## config.mk

```make
export PLATFORM = sky130hd
export DESIGN_NAME = peer_replay_counter_table
export DESIGN_NICKNAME = d
export VERILOG_FILES = /design/src/rtl/prt_pkg.sv /design/src/rtl/prt_datapath.sv /design/src/rtl/prt_controller.sv /design/src/rtl/peer_replay_counter_table.sv
export SDC_FILE = /design/constraint.sdc
export NUM_CORES = 1
export LEC_CHECK = 0
export ABC_AREA = 1
export BUFFER_PORTS_ARGS = -buffer_cell sky130_fd_sc_hd__buf_2
export CAP_MARGIN = 15
export CORE_ASPECT_RATIO = 0.5
export CORE_MARGIN = 2
export CORE_UTILIZATION = 36
export CTS_CLUSTER_DIAMETER = 50
export DETAILED_ROUTE_END_ITERATION = 7
export GPL_ROUTABILITY_DRIVEN = 0
export GPL_TIMING_DRIVEN = 0
export PLACE_DENSITY = 0.54
export SLEW_MARGIN = 20
export SYNTH_ARGS = -nofsm -noshare
export SYNTH_HDL_FRONTEND = slang
export SYNTH_SLANG_ARGS = --single-unit
```

## constraint.sdc

```tcl
create_clock -name i_clk -period 4.7 [get_ports i_clk]
set_clock_uncertainty 0.2 [all_clocks]
set_input_delay 0.235 -clock i_clk [delete_from_list [all_inputs] [get_ports i_clk]]
set_output_delay 0.235 -clock i_clk [all_outputs]
set_load 0.02 [all_outputs]
```

## src/rtl/prt_pkg.sv

```systemverilog
// ----------------------------------------------------------------------------
// Replay table package
// Sizes, verdict codes and controller/datapath interface types.
// ----------------------------------------------------------------------------
package prt_pkg;

    localparam int MAX_SENDERS = 16;
    localparam int IDX_W       = (MAX_SENDERS > 1) ? $clog2(MAX_SENDERS) : 1;
    localparam int CNT_W       = $clog2(MAX_SENDERS + 1);
    localparam int MAC_W       = 48;
    localparam int ID_W        = 32;

    localparam logic [1:0] VERDICT_KNOWN   = 2'd0;
    localparam logic [1:0] VERDICT_NEW     = 2'd1;
    localparam logic [1:0] VERDICT_REPLAY  = 2'd2;
    localparam logic [1:0] VERDICT_CLEARED = 2'd3;

    // Commands from the controller to the datapath.
    typedef struct packed {
        logic load;   // capture the input word, restart the scan
        logic scan;   // read one table entry per cycle
        logic upd;    // resolve a hit: update the id or reject
        logic ins;    // record a new sender at the replace pointer
        logic clr;    // empty the table
        logic emit;   // move the pending result into the output register
    } t_dp_cmd;

    // Status from the datapath to the controller.
    typedef struct packed {
        logic is_clear;    // offered word is a clear request
        logic count_zero;  // table holds no sender
        logic hit;         // entry under compare matches the sender
        logic miss;        // last stored entry compared without a match
        logic out_free;    // output register can take a result
    } t_dp_stat;

endpackage

```

## src/rtl/prt_datapath.sv

```systemverilog
// ----------------------------------------------------------------------------
// Replay table datapath
// Sender table memory, valid bits, replace pointer, scan pipeline and the
// output register.
// ----------------------------------------------------------------------------
module prt_datapath import prt_pkg::*; (
    input  logic             i_clk,
    input  logic             i_rst_n,
    input  t_dp_cmd          i_cmd,
    output t_dp_stat         o_stat,
    input  logic             i_kind,
    input  logic [MAC_W-1:0] i_sender_mac,
    input  logic [ID_W-1:0]  i_message_id,
    input  logic             i_ready,
    output logic             o_valid,
    output logic             o_accepted,
    output logic [1:0]       o_verdict
);

    logic [MAC_W-1:0]       r_mem_mac [MAX_SENDERS];
    logic [ID_W-1:0]        r_mem_id  [MAX_SENDERS];
    logic [MAX_SENDERS-1:0] r_valid;
    logic [IDX_W-1:0]       r_ptr;
    logic [CNT_W-1:0]       r_count;
    logic [IDX_W-1:0]       r_scan_idx;
    logic                   r_scan_done;
    logic                   r_rd_live;
    logic                   r_rd_last;
    logic                   r_rd_vld;
    logic [MAC_W-1:0]       r_rd_mac;
    logic [ID_W-1:0]        r_rd_id;
    logic [IDX_W-1:0]       r_rd_slot;
    logic [MAC_W-1:0]       r_mac;
    logic [ID_W-1:0]        r_id;
    logic                   r_res_acc;
    logic [1:0]             r_res_verdict;
    logic                   r_out_valid;
    logic                   r_out_acc;
    logic [1:0]             r_out_verdict;

    logic hit;
    logic fire;
    logic issue_last;
    logic greater;

    assign hit        = r_rd_live & r_rd_vld & (r_rd_mac == r_mac);
    assign fire       = i_cmd.scan & ~r_scan_done & ~hit;
    assign issue_last = ((CNT_W'(r_scan_idx) + CNT_W'(1)) == r_count);
    assign greater    = (r_id > r_rd_id);

    assign o_stat.is_clear   = i_kind;
    assign o_stat.count_zero = (r_count == '0);
    assign o_stat.hit        = hit;
    assign o_stat.miss       = r_rd_live & r_rd_last & ~hit;
    assign o_stat.out_free   = ~r_out_valid | i_ready;

    assign o_valid    = r_out_valid;
    assign o_accepted = r_out_acc;
    assign o_verdict  = r_out_verdict;

    // Control state.
    always_ff @(posedge i_clk) begin
        if (!i_rst_n) begin
            r_valid     <= '0;
            r_ptr       <= '0;
            r_count     <= '0;
            r_scan_idx  <= '0;
            r_scan_done <= 1'b0;
            r_rd_live   <= 1'b0;
            r_rd_last   <= 1'b0;
            r_out_valid <= 1'b0;
        end else begin
            r_rd_live <= fire;
            if (i_cmd.load) begin
                r_scan_idx  <= '0;
                r_scan_done <= 1'b0;
            end else if (fire) begin
                r_scan_idx  <= r_scan_idx + IDX_W'(1);
                r_scan_done <= issue_last;
            end
            if (fire) begin
                r_rd_last <= issue_last;
            end
            if (i_cmd.clr) begin
                r_valid <= '0;
                r_ptr   <= '0;
                r_count <= '0;
            end else if (i_cmd.ins) begin
                r_valid[r_ptr] <= 1'b1;
                if (r_ptr == IDX_W'(MAX_SENDERS - 1)) begin
                    r_ptr <= '0;
                end else begin
                    r_ptr <= r_ptr + IDX_W'(1);
                end
                if (r_count != CNT_W'(MAX_SENDERS)) begin
                    r_count <= r_count + CNT_W'(1);
                end
            end
            if (i_cmd.emit) begin
                r_out_valid <= 1'b1;
            end else if (i_ready) begin
                r_out_valid <= 1'b0;
            end
        end
    end

    // Table memory, scan read stage and result payload.
    always_ff @(posedge i_clk) begin
        if (i_cmd.load) begin
            r_mac <= i_sender_mac;
            r_id  <= i_message_id;
        end
        if (fire) begin
            r_rd_mac  <= r_mem_mac[r_scan_idx];
            r_rd_id   <= r_mem_id[r_scan_idx];
            r_rd_vld  <= r_valid[r_scan_idx];
            r_rd_slot <= r_scan_idx;
        end
        if (i_cmd.ins) begin
            r_mem_mac[r_ptr] <= r_mac;
            r_mem_id[r_ptr]  <= r_id;
            r_res_acc        <= 1'b1;
            r_res_verdict    <= VERDICT_NEW;
        end else if (i_cmd.upd) begin
            if (greater) begin
                r_mem_id[r_rd_slot] <= r_id;
                r_res_acc           <= 1'b1;
                r_res_verdict       <= VERDICT_KNOWN;
            end else begin
                r_res_acc     <= 1'b0;
                r_res_verdict <= VERDICT_REPLAY;
            end
        end else if (i_cmd.clr) begin
            r_res_acc     <= 1'b0;
            r_res_verdict <= VERDICT_CLEARED;
        end
        if (i_cmd.emit) begin
            r_out_acc     <= r_res_acc;
            r_out_verdict <= r_res_verdict;
        end
    end

endmodule

```

## src/rtl/prt_controller.sv

```systemverilog
// ----------------------------------------------------------------------------
// Replay table controller
// Sequences accept, table scan, update or insert, clear and result hand-off.
// ----------------------------------------------------------------------------
module prt_controller import prt_pkg::*; (
    input  logic     i_clk,
    input  logic     i_rst_n,
    input  logic     i_valid,
    output logic     o_ready,
    input  t_dp_stat i_stat,
    output t_dp_cmd  o_cmd
);

    localparam logic [2:0] S_IDLE   = 3'd0;
    localparam logic [2:0] S_SCAN   = 3'd1;
    localparam logic [2:0] S_UPDATE = 3'd2;
    localparam logic [2:0] S_INSERT = 3'd3;
    localparam logic [2:0] S_CLEAR  = 3'd4;
    localparam logic [2:0] S_DONE   = 3'd5;

    logic [2:0] r_state;
    logic [2:0] n_state;

    assign o_ready = (r_state == S_IDLE);

    always_comb begin
        n_state = r_state;
        o_cmd   = '0;
        case (r_state)
            S_IDLE: begin
                if (i_valid) begin
                    o_cmd.load = 1'b1;
                    if (i_stat.is_clear) begin
                        n_state = S_CLEAR;
                    end else if (i_stat.count_zero) begin
                        n_state = S_INSERT;
                    end else begin
                        n_state = S_SCAN;
                    end
                end
            end
            S_SCAN: begin
                o_cmd.scan = 1'b1;
                if (i_stat.hit) begin
                    n_state = S_UPDATE;
                end else if (i_stat.miss) begin
                    n_state = S_INSERT;
                end
            end
            S_UPDATE: begin
                o_cmd.upd = 1'b1;
                n_state   = S_DONE;
            end
            S_INSERT: begin
                o_cmd.ins = 1'b1;
                n_state   = S_DONE;
            end
            S_CLEAR: begin
                o_cmd.clr = 1'b1;
                n_state   = S_DONE;
            end
            S_DONE: begin
                // Hold the result until the output register frees up.
                if (i_stat.out_free) begin
                    o_cmd.emit = 1'b1;
                    n_state    = S_IDLE;
                end
            end
            default: begin
                n_state = S_IDLE;
            end
        endcase
    end

    always_ff @(posedge i_clk) begin
        if (!i_rst_n) begin
            r_state <= S_IDLE;
        end else begin
            r_state <= n_state;
        end
    end

endmodule

```

## src/rtl/peer_replay_counter_table.sv

```systemverilog
// Timing: a clear or a check into an empty table goes through its clear or insert state
// and then the done state; a check first scans the stored senders one per cycle. The
// single table read port sets this pace. The done state waits for the output register.
// One word is handled at a time; the next word is taken while a result waits.
// Reset: synchronous, active low; the table empties, pointer and count clear, output drops.
// ----------------------------------------------------------------------------
// Peer replay counter table
// Per-sender replay filter. Each known sender keeps its last accepted message
// id; a check passes only with a strictly greater id. New senders are
// recorded first in, first out once the table is full.
// ----------------------------------------------------------------------------
module peer_replay_counter_table import prt_pkg::*; (
    input  logic             i_clk,
    input  logic             i_rst_n,
    input  logic             i_valid,
    output logic             o_ready,
    input  logic             i_kind,
    input  logic [MAC_W-1:0] i_sender_mac,
    input  logic [ID_W-1:0]  i_message_id,
    output logic             o_valid,
    input  logic             i_ready,
    output logic             o_accepted,
    output logic [1:0]       o_verdict
);

    // Commands go one way, status the other; nothing else crosses.
    t_dp_cmd  cmd;
    t_dp_stat stat;

    // Controller: accepts a word in idle, walks scan -> update/insert, straight to insert
    // for an empty table, or clear, then waits for the output register before returning to idle.
    prt_controller u_ctrl (
        .i_clk   (i_clk),
        .i_rst_n (i_rst_n),
        .i_valid (i_valid),
        .o_ready (o_ready),
        .i_stat  (stat),
        .o_cmd   (cmd)
    );

    // Datapath: the sender table lives here. Occupied slots are always
    // 0..count-1 until the table fills, so the scan stops at the count and
    // an empty table skips it. The replace pointer marks the oldest entry
    // once the table is full.
    prt_datapath u_dp (
        .i_clk        (i_clk),
        .i_rst_n      (i_rst_n),
        .i_cmd        (cmd),
        .o_stat       (stat),
        .i_kind       (i_kind),
        .i_sender_mac (i_sender_mac),
        .i_message_id (i_message_id),
        .i_ready      (i_ready),
        .o_valid      (o_valid),
        .o_accepted   (o_accepted),
        .o_verdict    (o_verdict)
    );

endmodule

```

# Word level (Yosys, flattened, before mapping)
# Memory sizes are Yosys's and may differ from the RTL's. A register that Yosys moved wholly into a read port is not among the register bits.
# Index checks and enable logic that the tools add are counted.
[totals]
reg_bits = 127
ramBits = 1280
mem_count = 2
output_inout_bits = 5
[op_classes]
add_sub_neg = 4
order_cmp = 4
n_bitwise = 12
eq_ne = 12
n_mux = 36
reduce_logical = 11
[mem_list]
columns = ["memory", "words", "word_bits", "read_ports", "rd_ports_with_merged_regs", "wr", "line_no", "text"]
rows = [
  ["u_dp.r_mem_mac", 16, 48, 1, 1, 1, "prt_datapath.sv:20", "logic [MAC_W-1:0] r_mem_mac [MAX_SENDERS];"],
  ["u_dp.r_mem_id", 16, 32, 1, 1, 1, "prt_datapath.sv:21", "logic [ID_W-1:0] r_mem_id [MAX_SENDERS];"],
]
[ops]
columns = ["op", "n"]
rows = [
  ["$eq 48x48->1", 1],
  ["$gt 32x32->1", 1],
  ["$mux 32", 1],
  ["$reduce_or 32->1", 1],
  ["$mux 1", 21],
  ["$or 16x16->16", 1],
  ["$mux 3", 5],
  ["$pmux 3 s4", 1],
  ["$lt 4x5->1 const B", 2],
  ["$add 4x1->4 const B", 2],
  ["$mux 2", 4],
  ["$mux 4", 2],
  ["$and 1x1->1", 6],
  ["$eq 3x2->1 const B", 2],
  ["$eq 3x3->1 const B", 2],
  ["$add 4x1->5 const B", 1],
  ["$add 5x1->5 const B", 1],
  ["$eq 5x5->1", 1],
  ["$logic_not 5->1", 1],
  ["$ne 5x5->1 const B", 1],
  ["$bmux 1 s4", 1],
  ["$demux 1 s4", 1],
  ["$eq 4x4->1 const B", 1],
  ["$ge 4x1->1 const B", 1],
  ["other kinds (12)", 18],
]

# Longest topological paths before layout
[logic_depth]
word_depth = 7
mapped_depth = 19
ltp_nobuf = 19

# Modules after synthesis
# Synthesis repeated with hierarchy kept, for this count alone.
[hier_totals]
hier_cells = 4183
area_unflattened_um2 = 57838.0
[modules_own_cells]
columns = ["mod", "n_inst", "cells_per_inst", "area_each_um2", "seq_area_each_um2"]
rows = [
  ["prt_datapath", 1, 4137, 57566.5, 44202.4],
  ["prt_controller", 1, 46, 271.5, 60.1],
]

# Worst setup path after synthesis
# No wires, ideal clock.
[synth_timing]
path_type = "reg2reg"
from = "register u_ctrl.r_state[0]"
to = "register u_dp.r_id[0] (enable)"
setup_slack_ns = -0.316
stages_incl_launch_ff = 6
arrival_ns = 4.297
setup_time_ns = 0.519
path_cell_list = "dfxtp_1 -> nor2_1 -> inv_1 -> nor2_1 -> inv_1 -> nor2_1"
[synth_lines]
columns = ["item", "line_no", "text"]
rows = [
  ["start, declared", "prt_controller.sv:21", "logic [2:0] r_state;"],
  ["start signal, assigned", "prt_controller.sv:79", "r_state <= n_state;"],
  ["end signal, assigned", "prt_datapath.sv:111", "r_id <= i_message_id;"],
  ["end, declared", "prt_datapath.sv:34", "logic [ID_W-1:0] r_id;"],
]

# Worst setup path after layout
[layout_timing]
from = "register u_dp.r_id[27]"
to = "memory u_dp.r_mem_id[6][12] (enable)"
[layout_between]
elab_chain_cells = 7
word_cells_on_any_way = 8
[layout_rtl]
columns = ["item", "line_no", "text"]
rows = [
  ["$gt 32x32->1 *", "prt_datapath.sv:49", "assign greater = (r_id > r_rd_id);"],
  ["$mux 1 *", "prt_datapath.sv:125", "if (greater) begin"],
  ["$mux 1 *", "prt_datapath.sv:124", "end else if (i_cmd.upd) begin"],
  ["$mux 1 *", "prt_datapath.sv:119", "if (i_cmd.ins) begin"],
  ["$mux 1 (implied by the code) *", "prt_datapath.sv:126", "r_mem_id[r_rd_slot] <= r_id;"],
  ["$reduce_or 32->1 (no line)", "--", ""],
  ["$mux 4 (no line) / $mux 1 (equally long branches)", "--", ""],
  ["end, declared", "prt_datapath.sv:21", ""],
]
# Every way passes the cells marked *; elsewhere a longest branch is shown, timed or not.

==> impl_metrics.csv <==
group,metric,value,unit
outcome,status,"finished with violations",
outcome,violations,"design-rule violations",
place,portBuffers,89,
finish,area_growth,19.54,%
clock_tree,clk_latency,0.79,ns
global_routing,grt_pass1_wl,268800,um
worst_hold_path,hp-start,"i_sender_mac[6]",
clock_tree,clockRootBuffer,"clkbuf_16",
job,drv_cap,0,
synth,synthesis.nets,4356,
clock_tree,ctsLongestPathBuffers,3,
route,wl_per_cell,27.00,um
route,drtPass1Iterations,8,
floorplanning,dieArea,164200,um2
finish,final_common_cell,"edfxtp_1",
setup_path,cp.required,4.95,ns
power_and_ir_drop,p_leak,22.91,nW
setup_path,critPathLaunchType,"flop",
synth,ys_warn_count,0,
sta,hold_viol_final,0,
route,drc,4,
worst_hold_path,hold_path.class,"primary input to flop",
setup_path,worst-path-max-fanout,22,
route,via_count,38980,
finish,fin_util,0.4357,
clock_tree,numCtsBuffers,144,
synth,avgSynthCellArea,13.68,um2
finish,layout_common_cells,"1448 x edfxtp_1, 753 x nor2_1, 674 x o21ai_0",
floorplanning,ios,90,
route,routed_wl,188400,um
setup_path,reg2reg_depth,12,
worst_hold_path,min_to,"u_dp.r_mac[6]",
sta,fin_crit_sh,0.9590,
global_routing,grt-ovfl-total,0,
place,placed_area,62820,um2
setup_path,startpoint,"u_dp.r_id[27]",
synth,synthCells,4232,
setup_path,cp_top_family,"simple AND/OR/NAND/NOR gates",
global_routing,antenna_found_initial,11,
clock_tree,cts_resized,0,
setup_path,crit-reg2reg-launch,"u_dp.r_id[27]",
finish,fin_area,69180,um2
floorplanning,start_util,0.3645,
floorplanning,num_rows,103,
sta,tightest_slew,1.208,ns
setup_path,worstSetupPathType,"flop to flop",
finish,drive_above_1_share,0.1028,
sta,slew_headroom,0.1945,
global_routing,grt_use_total,0.2275,
power_and_ir_drop,powerDensity,541.5,nW/um2
setup_path,crit_buf_inv,1,
floorplanning,fp.coreArea,158800,um2
worst_hold_path,hold_depth,2,
power_and_ir_drop,ir_drop,0.4257,mV
sta,setup_viol,0,
setup_path,crit_path_end_kind,"flop",
setup_path,r2r_setup_slack,0.19,ns
floorplanning,dieHeight,287.5,um
route,ant_nets,0,
synth,yosys_register_bits,1487,
sta,period_needed,4.508,ns
clock_tree,cts.sinks,1487,
synth,synth.distinct_cells,33,
route,drt_iter0_markers,5099,
synth,ys_seq_area_frac,0.7648,
clock_tree,clk_pin_slew_worst_paths,0.06,ns
route,via_per_inst,5.587,
synth,synth_area,57880,um2
sta,slew_violations,0,
global_routing,grt_start_max_net_pins,47,
global_routing,grt_pass1_vias,37400,
setup_path,cp.depth,12,
setup_path,arrival,4.76,ns
floorplanning,die_w,571.0,um
clock_tree,h-tree-depth,4,
setup_path,slowest_stage,"edfxtp_1",
setup_path,slowest_delay,0.69,ns
finish,nNetsFinal,4842,
setup_path,r2r-end,"u_dp.r_mem_id[6][12]",
clock_tree,cts_tree,"yes",
sta,fmax,221.9,MHz
place,dp_hpwl,125600,um
setup_path,crit_chain,"ha_1 -> nand4_1 -> nor3_2 -> nand3_1 -> nor2_1 -> nor2_2 -> nand2_2 -> nand2_1 -> nand2_1 -> nand3_1 -> nor2_4 -> buf_12",
## final cells by class
| class | instances | area, um2 |
|---|---|---|
| Antenna cell | 1 | 2.502 |
| Buffer | 268 | 1107 |
| Clock buffer | 188 | 4000 |
| Clock inverter | 65 | 505.5 |
| Fill cell | 14340 | 89590 |
| Inverter | 144 | 545.5 |
| Multi-Input combinational cell | 2333 | 12220 |
| Sequential cell | 1487 | 44260 |
| Tap cell | 2152 | 2693 |
| Timing Repair Buffer | 340 | 3844 |
## metrics by stage
stage               power, mW  setup WS, ns  std cells  TNS (ns)  hold WS [ns]
floorplan               21.67        0.8728       4232         0        0.1339
global placement        25.84        -2.166       6473  -2371.32        0.2109
detailed placement      26.06        0.1396       6539         0        0.2131
CTS                     37.41       0.08456       6955         0      0.009576
global route            38.83     -0.009893       6977  -0.06902       0.01469
finish                  37.46        0.1925       6978         0       0.04329
## flip-flops by register name, summed over array words and instances, names as in the netlist, 4 cells and up
name and cells:
u_dp.r_mem_mac 768, u_dp.r_mem_id 512, u_dp.r_mac 48, u_dp.r_rd_mac 48
u_dp.r_id 32, u_dp.r_rd_id 32, u_dp.r_valid 16, u_dp.r_count 5
u_dp.r_ptr 4, u_dp.r_rd_slot 4, u_dp.r_scan_idx 4
## power by group
part	switching [mW]	internal [mW]
combinational	6.55	2.31
clock	4.99	6.37
sequential	1.08	16.2
total	12.6	24.8
## worst reg2reg max path, delay by kind of cell, from the launching register on
family,cells,cell delay (ns)
flops,1,0.69
buf+inv,1,0.27
simple gates,10,2.50
fa+ha+maj,1,0.48
## per-layer routing
metal | up-vias | part of all wire | track usage
li1 | 16840 | - | -
met1 | 19750 | 0.42 | 0.3189
met2 | 2061 | 0.46 | 0.3558
met3 | 327 | 0.095 | 0.04162
met4 | 6 | 0.034 | 0.08041
met5 | - | 0.00043 | 0
## worst max path at each step
stage	to
3_3_place_gp	u_dp.r_mem_mac[11][22]
6_report	u_dp.r_mem_id[6][12]
3_5_place_dp	u_dp.r_mem_id[2][10]
5_1_grt	u_dp.r_mem_id[4][16]
2_1_floorplan	u_dp.r_mem_id[0][0]
4_1_cts	u_dp.r_mem_id[2][17]
## what timing repair did
item / 4_1_cts / 5_1_grt
hold buffers: 163 / 0
buffers inserted: 0 / 22
setup endpoints to repair: 0 / 136
endpoints found under the hold margin: 149 / 0
## synthesized netlist by cell type (all sizes together)
master	number	area (um2)
a21oi	26	130.1
dfxtp	39	780.8
nor3b	1	7.510
o22ai	45	281.5
o21a	3	22.52
nor3	7	40.04
nand2	261	992.2
clkbuf	194	728.2
a21o	1	7.510
clkinv	2	7.510
inv	142	533.0
o211ai	45	337.8
a31o	1	8.760
edfxtp	1448	43480
xor2	6	52.55
nand3	141	705.7
o21ai	674	3373
or2	2	12.51
nor2	787	2957
nand3b	1	7.510
nor4	1	12.51
o221ai	279	2444
ha	39	488.0
buf	74	369.1
nand4	7	43.79
xnor2	6	52.55
## logic make-up (layout without fill, tap and decap cells)
| group | count (synthesis) | after routing | share of synthesized area |
|---|---|---|---|
| adder cells (fa/ha/maj) | 39 | 39 | 0.008431 |
| XOR/XNOR | 12 | 12 | 0.001816 |
| other | 0 | 1 | 0 |
| buffers and inverters | 412 | 1005 | 0.02830 |
| AO/OA/AOI/OAI | 1074 | 1074 | 0.1141 |
| flip-flops | 1487 | 1487 | 0.7648 |
| AND/OR/NAND/NOR | 1208 | 1208 | 0.08256 |
(Power assumes the default switching activity.)
